File: src/rtl/ilmu_pkg.sv
// ----------------------------------------------------------------------------
// ilmu_pkg
// Shared types and codes for the Ising lattice Metropolis update unit.
// ----------------------------------------------------------------------------
package ilmu_pkg;

  localparam int SITE_W   = 12;
  localparam int RAND_W   = 16;
  localparam int THR_W    = 17;
  localparam int DE_W     = 5;
  localparam int ENERGY_W = 15;
  localparam int MAG_W    = 14;
  localparam int APB_AW   = 3;
  localparam int APB_DW   = 32;

  localparam logic CFG_THR_FOUR  = 1'b0;
  localparam logic CFG_THR_EIGHT = 1'b1;

  typedef enum logic [3:0] {
    S_CLEAR,
    S_IDLE,
    S_COL,
    S_RD_UP,
    S_RD_DOWN,
    S_RD_LEFT,
    S_RD_RIGHT,
    S_EVAL,
    S_WRITE
  } state_t;

  typedef enum logic [2:0] {
    ADDR_CENTRE,
    ADDR_UP,
    ADDR_DOWN,
    ADDR_LEFT,
    ADDR_RIGHT,
    ADDR_CLEAR
  } addr_sel_t;

  typedef struct packed {
    logic      take;
    logic      col_load;
    logic      cap_centre;
    logic      cap_neigh;
    logic      eval;
    logic      commit;
    logic      clear;
    addr_sel_t addr_sel;
  } cmd_t;

  typedef struct packed {
    logic clear_last;
    logic in_range;
    logic out_busy;
  } status_t;

endpackage

File: src/rtl/ilmu_ctrl.sv
// ----------------------------------------------------------------------------
// ilmu_ctrl
// Sequencer for the clearing pass, the five spin reads and the write-back.
// ----------------------------------------------------------------------------
module ilmu_ctrl (
  input  logic                clk,
  input  logic                rst,
  input  logic                in_valid,
  output logic                in_ready,
  input  ilmu_pkg::status_t   status,
  output ilmu_pkg::cmd_t      cmd
);

  ilmu_pkg::state_t state;
  ilmu_pkg::state_t state_next;

  always_ff @(posedge clk) begin
    if (rst) begin
      state <= ilmu_pkg::S_CLEAR;
    end else begin
      state <= state_next;
    end
  end

  always_comb begin
    state_next   = state;
    in_ready     = 1'b0;
    cmd          = '0;
    cmd.addr_sel = ilmu_pkg::ADDR_CENTRE;
    unique case (state)
      ilmu_pkg::S_CLEAR: begin
        cmd.clear    = 1'b1;
        cmd.addr_sel = ilmu_pkg::ADDR_CLEAR;
        if (status.clear_last) begin
          state_next = ilmu_pkg::S_IDLE;
        end
      end
      ilmu_pkg::S_IDLE: begin
        in_ready = 1'b1;
        if (in_valid) begin
          cmd.take   = 1'b1;
          state_next = ilmu_pkg::S_COL;
        end
      end
      ilmu_pkg::S_COL: begin
        cmd.col_load = 1'b1;
        cmd.addr_sel = ilmu_pkg::ADDR_CENTRE;
        state_next   = status.in_range ? ilmu_pkg::S_RD_UP : ilmu_pkg::S_EVAL;
      end
      ilmu_pkg::S_RD_UP: begin
        cmd.cap_centre = 1'b1;
        cmd.addr_sel   = ilmu_pkg::ADDR_UP;
        state_next     = ilmu_pkg::S_RD_DOWN;
      end
      ilmu_pkg::S_RD_DOWN: begin
        cmd.cap_neigh = 1'b1;
        cmd.addr_sel  = ilmu_pkg::ADDR_DOWN;
        state_next    = ilmu_pkg::S_RD_LEFT;
      end
      ilmu_pkg::S_RD_LEFT: begin
        cmd.cap_neigh = 1'b1;
        cmd.addr_sel  = ilmu_pkg::ADDR_LEFT;
        state_next    = ilmu_pkg::S_RD_RIGHT;
      end
      ilmu_pkg::S_RD_RIGHT: begin
        cmd.cap_neigh = 1'b1;
        cmd.addr_sel  = ilmu_pkg::ADDR_RIGHT;
        state_next    = ilmu_pkg::S_EVAL;
      end
      ilmu_pkg::S_EVAL: begin
        cmd.eval   = 1'b1;
        state_next = ilmu_pkg::S_WRITE;
      end
      ilmu_pkg::S_WRITE: begin
        cmd.addr_sel = ilmu_pkg::ADDR_CENTRE;
        if (!status.out_busy) begin
          cmd.commit = 1'b1;
          state_next = ilmu_pkg::S_IDLE;
        end
      end
      default: begin
        state_next = ilmu_pkg::S_CLEAR;
      end
    endcase
  end

endmodule

File: config.mk
export PLATFORM = sky130hd
export DESIGN_NAME = ilmu_ctrl
export DESIGN_NICKNAME = d
export VERILOG_FILES = /design/src/rtl/ilmu_pkg.sv /design/src/rtl/ilmu_ctrl.sv
export SDC_FILE = /design/constraint.sdc
export NUM_CORES = 1
export LEC_CHECK = 0
export BUFFER_PORTS_ARGS = -buffer_cell sky130_fd_sc_hd__buf_2
export CORE_AREA = 2 2 39 41
export DETAILED_ROUTE_END_ITERATION = 10
export DIE_AREA = 0 0 41 43
export SLEW_MARGIN = 20
export SYNTH_ARGS = -nofsm -noshare
export SYNTH_HDL_FRONTEND = slang
export SYNTH_SLANG_ARGS = --single-unit
File: constraint.sdc
create_clock -name clk -period 2.6 [get_ports clk]
set_clock_uncertainty 0.05 [all_clocks]
set_input_delay 0.26 -clock clk [delete_from_list [all_inputs] [get_ports clk]]
set_output_delay 0.26 -clock clk [all_outputs]
set_load 0.02 [all_outputs]
======== Yosys cells after proc, flatten, opt, wreduce, memory -nomap -nowiden ========
Cells that the tools add are included.
W data, S select, Z words.
storage, ports and cells
  register bits after elaboration ......... 4
  input bits .............................. 6
  output and inout bits ................... 11
  word-level logic and storage cells ...... 31
operators by class
  eq/ne operators ......................... 11
  mux-type cells .......................... 16
  reductions and logical operators ........ 3
operator list
  operator              number
  $pmux W4 S9           1
  $eq A4 B3 Y1 const B  4
  $pmux W3 S5           1
  $mux W4               3
  $mux W1               10
  $eq A4 B2 Y1 const B  2
  $ne A2 B2 Y1 const B  3
  $eq A4 B1 Y1 const B  1
  $eq A4 B4 Y1 const B  1
  $logic_not A4 Y1      1
  $mux W3               1
  $reduce_and A3 Y1     1
  $reduce_or A3 Y1      1

======== Longest topological paths before layout ========
Gate-level depths: netlist (run 1).
  depth after elaboration ................. 3
  depth in mapped cells ................... 4

======== Worst setup path after synthesis (run 1) ========
Ideal clock, no wire load.
  path kind ............................... flip-flop to output port
  start ................................... register state[2]
  end ..................................... output port cmd[0] (netlist bit)
  arrival time ............................ 1,195 ps
  path slack .............................. 1,095 ps
  cell stages (with the launch flop) ...... 4
  cells stage by stage .................... dfxtp_1 buf_4 or3_1 a21oi_1
RTL lines
  item                    RTL line         RTL
  start, declared         ilmu_ctrl.sv:14  ilmu_pkg::state_t state;
  start signal, assigned  ilmu_ctrl.sv:19  state <= ilmu_pkg::S_CLEAR;
  start signal, assigned  ilmu_ctrl.sv:21  state <= state_next;
  end, declared           ilmu_ctrl.sv:11  output ilmu_pkg::cmd_t cmd

==> results.cfg, run 1 <==
[setup_path]
crit_path_cell_trace = and2b_1 -> or3_1 -> a21oi_1 -> buf_2
worstPathRequired_ns = 2.29
r2r-end = state[0]
crit_path_start_kind = flip-flop
rrSetupSlack_ns = 1.27
reg2regPathDepth = 3
critPathCaptureType = output port
r2r-start = state[2]
path_delay_family = flip-flops
cp.arrival_ns = 1.65
crit_type = reg -> out
path_max_fanout = 12
path_buf_inv = 1
critPathSlowestCell = dfxtp_1
critPathMaxStageDelay_ns = 0.58

[grt]
gr-usage-all-layers = 0.109
grt_pass1_wl_mm = 1.26
antenna_found_initial = 0
grt_pass1_vias = 281
grt_overflow_total = 0
grt_max_degree = 15

[synthesis]
synth_area_leaders = dfxtp_1 (22%), nand2b_1 (6.9%), buf_4 (6.2%)
synth_compound_area_frac = 0.242
syn_area_per_cell_sq_um = 8.22
ys_warn_count = 0
synth_fp_nets = 50
synthAdderAreaFrac = 0
synth_top_family_by_area = simple AND/OR/NAND/NOR gates
netlist_area_sq_um = 362
synth_xor_area_frac = 0.0242
synth-seq-cells = 4
ys_types = 26
yosys.area.top_type = dfxtp_1
synth-seq-area-share = 0.221
yosys.area_share.simple = 0.419
synth_cells = 44
muxShareOfSynthArea = 0
yosysTopAreaCellShare = 0.221

[routing]
via_count = 364
drc = 0
viasPerCell = 4.85
drt_iter0_markers = 7
post_drt_wl_per_cell_microns = 11.3
postRouteAntennaNets = 0
wl_microns = 844
drt_pass1_iterations = 4

[placed_design]
io_buffers = 16
finalWeightedCongestion = 0.704
dp_hpwl_microns = 629

[cts]
h-tree-depth = 1
cts_tree = built
clk_pin_slew_ns = 0.04
clk-insertion-delay-late_ns = 0.23
cts_hold_buf = 0
numCtsBuffers = 3
cts.sinks = 4
cts_buffer_depth = 2
cts-root-buf = clkbuf_4
cts_resized = 0
cts_setup_buffers = 0

[final_layout]
largest_registers = state x4
largest_register = state
fin_util = 0.325
layout-drive-gt1-share = 0.441
nNetsFinal = 67
largest_reg_flops = 4
regArea_sq_um = 80.1
n_fill_cell = 160
multi_input_area_sq_um = 248
antenna_cells = 0
area_growth_pct = 24.6

[outcome]
status = finished, final reports clean

[timing]
fmax_mhz = 510
slew_headroom = 0.682
rsz0062_at_grt = false
fin_crit_ns = 1.96
finalCritPeriodShare = 0.755
hold_violations = 0
setup_viol = 0
tightest_slew_ns = 0.476
slew_viol_final = 0
tns_ns = 0

[min_path]
min_to = state[3]
hold-path-cell-count = 2
hp-class = in -> reg
hold_start = rst

[floorplanning]
ios = 17
die_h_microns = 43
coreArea_sq_um = 1380
dieArea_sq_um = 1760
rows = 14
initial_core_util = 0.261
dieWidth_microns = 41

[power_and_ir_drop]
power_leakage_nw = 0.203
power_mw = 0.247
ir_drop_uv = 133
pwr_density_cell_nw_per_um2 = 548

[job]
timing.max_cap.violations = 0
-- how the worst max path moves through the flow --
| stage | from | endpoint | slack [ns] | cells past startpoint |
|---|---|---|---|---|
| final | state[1] | cmd[0] | 0.64 | 4 |
| after global routing | state[1] | cmd[0] | 0.51 | 4 |
| after CTS | state[1] | cmd[0] | 0.63 | 4 |
| after detailed placement | state[1] | cmd[0] | 0.89 | 4 |
| after global placement | state[1] | cmd[0] | 0.91 | 4 |
| after floorplan | state[2] | cmd[0] | 1.09 | 3 |
-- worst register-to-register path: stages, from the launching register on --
cell,delay (ns)
dfxtp_1,0.44
or3_4,0.46
o21ai_1,0.15
o32ai_2,0.10
-- cell type report --
| class | count | area share |
|---|---|---|
| Multi-Input combinational cell | 36 | 0.550 |
| Sequential cell | 4 | 0.178 |
| Timing Repair Buffer | 16 | 0.178 |
| Clock buffer | 3 | 0.0500 |
| Tap cell | 16 | 0.0444 |
-- cell usage in the layout (no fill, tap or decap), drive strengths merged, types with 2 or more instances in the layout --
master,count
o21ai,3
nand2b,4
or3,2
nor3,4
nand2,3
dfxtp,4
a211oi,3
nor2b,2
clkbuf,3
a21oi,2
nor2,4
buf,16
-- per-stage QoR --
| stage | worst slack (ns) | hold slack (ns) | cells | cell area [sq um] |
|---|---|---|---|---|
| finish | 0.638 | 0.225 | 75 | 450 |
| CTS | 0.629 | 0.215 | 75 | 450 |
| global placement | 0.914 | 0.458 | 72 | 428 |
| floorplan | 1.09 | 0.275 | 44 | 362 |
| global route | 0.507 | 0.225 | 75 | 450 |
| detailed placement | 0.886 | 0.458 | 72 | 428 |
-- power breakdown --
group	total, mW	switching [mW]	internal, mW
sequential	0.0834	0.0169	0.0665
clock	0.0751	0.0236	0.0515
combinational	0.0885	0.0505	0.0380
-- per-layer routing --
metal / track usage / vias to the layer above / part of all wire
met5: 0 / - / 0
li1: - / 188 / -
met1: 0.144 / 166 / 0.47
met4: 0.0800 / 0 / 0
met3: 0.0314 / 0 / 0.039
met2: 0.144 / 10 / 0.49
-- cell usage after synthesis --
library cell  count
nor4b_2           1
nand2b_1          4
or3_4             1
and3_1            1
a21oi_1           2
nor3_2            1
a2bb2oi_1         1
buf_4             3
a211oi_1          2
o32ai_2           1
dfxtp_1           4
xor2_1            1
o21ai_0           1
nand2_1           2
nor2b_1           2
nor2_1            4
nor3_1            3
o31a_2            1
o21ai_1           2
nand2_2           1
and2b_1           1
and2_1            1
nand3b_1          1
or3_1             1
a211oi_2          1
buf_6             1
-- cells by family (layout without fill, tap and decap cells) --
group / after synthesis / in the layout
AND/OR/NAND/NOR: 24 / 24
AO/OA/AOI/OAI: 11 / 11
flip-flops: 4 / 4
buffers and inverters: 4 / 19
XOR/XNOR: 1 / 1
Power figures use the tool's default switching activity.
==> run 2, diff against run 1 <==
==> constraint.sdc (replaced) <==
create_clock -name clk -period 1.6 [get_ports clk]
set_clock_uncertainty 0.05 [all_clocks]
set_input_delay 0.16 -clock clk [delete_from_list [all_inputs] [get_ports clk]]
set_output_delay 0.16 -clock clk [all_outputs]
set_load 0.02 [all_outputs]
==> run 2 against run 1 <==
Register-to-register slack lost 0.91 ns. Worst hold slack lost 0.11 ns. Critical path type unchanged. Non-clock buffer count grew 3. Setup slack lost 0.61 ns. Total power grew 75%.
==> results.cfg, run 2 (synthesized netlist as in run 1, its figures left out) <==
[setup_path]
critPathSlowestCell = dfxtp_2
crit_path_cell_trace = and2b_1 -> or3_1 -> a21oi_2 -> buf_6
critPathMaxStageDelay_ns = 0.35
cp.arrival_ns = 1.37
crit_path_start_kind = flip-flop
critPathCaptureType = output port
crit_type = reg -> out
path_max_fanout = 5
worstPathRequired_ns = 1.39

[final_layout]
multi_input_area_sq_um = 251
nNetsFinal = 70
stdcell_area_sq_um = 488
n_fill_cell = 161
regArea_sq_um = 85.1
fin_cells = 78
largest_registers = state x4
largest_register = state
layout-drive-gt1-share = 0.548
area_growth_pct = 34.9
final_common_cell = buf_2
antenna_cells = 0
largest_reg_flops = 4
final_cell_mix = buf_2 (15), nor2_1 (4), nand2b_1 (4), dfxtp_2 (4)

[cts]
h-tree-depth = 1
clk-insertion-delay-late_ns = 0.23
cts.sinks = 4
numCtsBuffers = 3
clk_pin_slew_ns = 0.04
cts_buffer_depth = 2
cts_hold_buf = 0
cts-root-buf = clkbuf_4
cts_tree = built

[floorplanning]
coreArea_sq_um = 1380
ios = 17
die_h_microns = 43
dieArea_sq_um = 1760
initial_core_util = 0.261
dieWidth_microns = 41
rows = 14

[power_and_ir_drop]
pwr_density_cell_nw_per_um2 = 887
power_frac_seq = 0.290
p_int_mw = 0.275
ir_drop_uv = 227
combPwrFrac = 0.416
power_leakage_nw = 0.223
p_switching_mw = 0.158
clkPwrFrac = 0.295
p_sw_frac = 0.364
power_mw = 0.433

[timing]
hold_violations = 0
tns_ns = 0
setup_viol = 0
slew_headroom = 0.832
fmax_mhz = 635
tightest_slew_ns = 0.250
slew_viol_final = 0
finalCritPeriodShare = 0.984
rsz0062_at_grt = true
fin_crit_ns = 1.58

[placed_design]
dp.cells = 74
io_buffers = 16
dpl_cell_area_sq_um = 443
finalWeightedCongestion = 0.675
dp_hpwl_microns = 661

[outcome]
status = finished, final reports clean

[grt]
grt_pass1_wl_mm = 1.40
antenna_found_initial = 0
grt_overflow_total = 0
grt_max_degree = 14
gr-usage-all-layers = 0.119
grt_pass1_vias = 350

[job]
timing.max_cap.violations = 0

[routing]
post_drt_wl_per_cell_microns = 11.2
wl_microns = 870
via_count = 385
drc = 0
viasPerCell = 4.94
drt_iter0_markers = 6
drt_pass1_iterations = 4
postRouteAntennaNets = 0

[min_path]
hp-class = in -> reg
## run 2: cell types whose count changed in the layout (fill, tap and decap cells not counted)
| cell | change |
|---|---|
| a21oi_2 | +1 |
| dfxtp_1 | -4 |
| buf_6 | +1 |
| buf_4 | +3 |
| a21oi_1 | -1 |
| dfxtp_2 | +4 |
| buf_2 | -1 |
## run 2: layer usage
metal,vias to the layer above,GRT usage,part of all wire,wire (microns)
met5,-,0,0,0
met4,0,0.100,0.016,14
met3,2,0.0157,0.049,43
met2,10,0.163,0.47,409
met1,178,0.157,0.46,402
li1,195,-,-,-
## run 2: worst max-delay path: cells and delay by family (launching register included)
kind | cells | cell delay (ns)
AO/OA/AOI/OAI | 1 | 0.14
buffers and inverters | 1 | 0.13
flip-flops | 1 | 0.35
AND/OR/NAND/NOR | 2 | 0.52
## run 2: power groups by stage
stage | Sequential [mW] | Clock [mW] | Combinational (mW)
finish | 0.125 | 0.128 | 0.180
detailed placement | 0.126 | 0 | 0.166
CTS | 0.125 | 0.137 | 0.170
global route | 0.127 | 0.135 | 0.196
global placement | 0.125 | 0 | 0.165
floorplan | 0.116 | 0 | 0.129
## run 2: area by class of cell
class,instances,share of cell area
well taps,16,0.0410
clock buffers,3,0.0462
multi-input cells,36,0.515
flip-flops and latches,4,0.174
repair buffers,19,0.223
## run 2: path summary, 6_finish.rpt
check | start | endpoint | slack [ns] | depth (start not counted)
max | state[1] | cmd[0] | 0.02 | 4
min | rst | state[3] | 0.12 | 2
max reg2reg | state[2] | state[0] | 0.36 | 3
min reg2reg | state[1] | state[2] | 0.48 | 2
## run 2: timing repair
item | 4_1_cts | 5_1_grt
gates resized for setup | 4 | 3
setup endpoints to repair | 2 | 2
endpoints found under the hold margin | 0 | 0
pin swaps | 0 | 0
setup buffers | 0 | 1
## run 2: stage by stage
step	setup slack (ns)	hold WS (ns)	utilization
2_1_floorplan	0.195	0.175	-
3_3_place_gp	0.256	0.362	0.320
3_5_place_dp	0.225	0.365	0.320
4_1_cts	0.00720	0.113	0.341
5_1_grt	-0.0383	0.123	0.353
6_report	0.0250	0.116	0.353
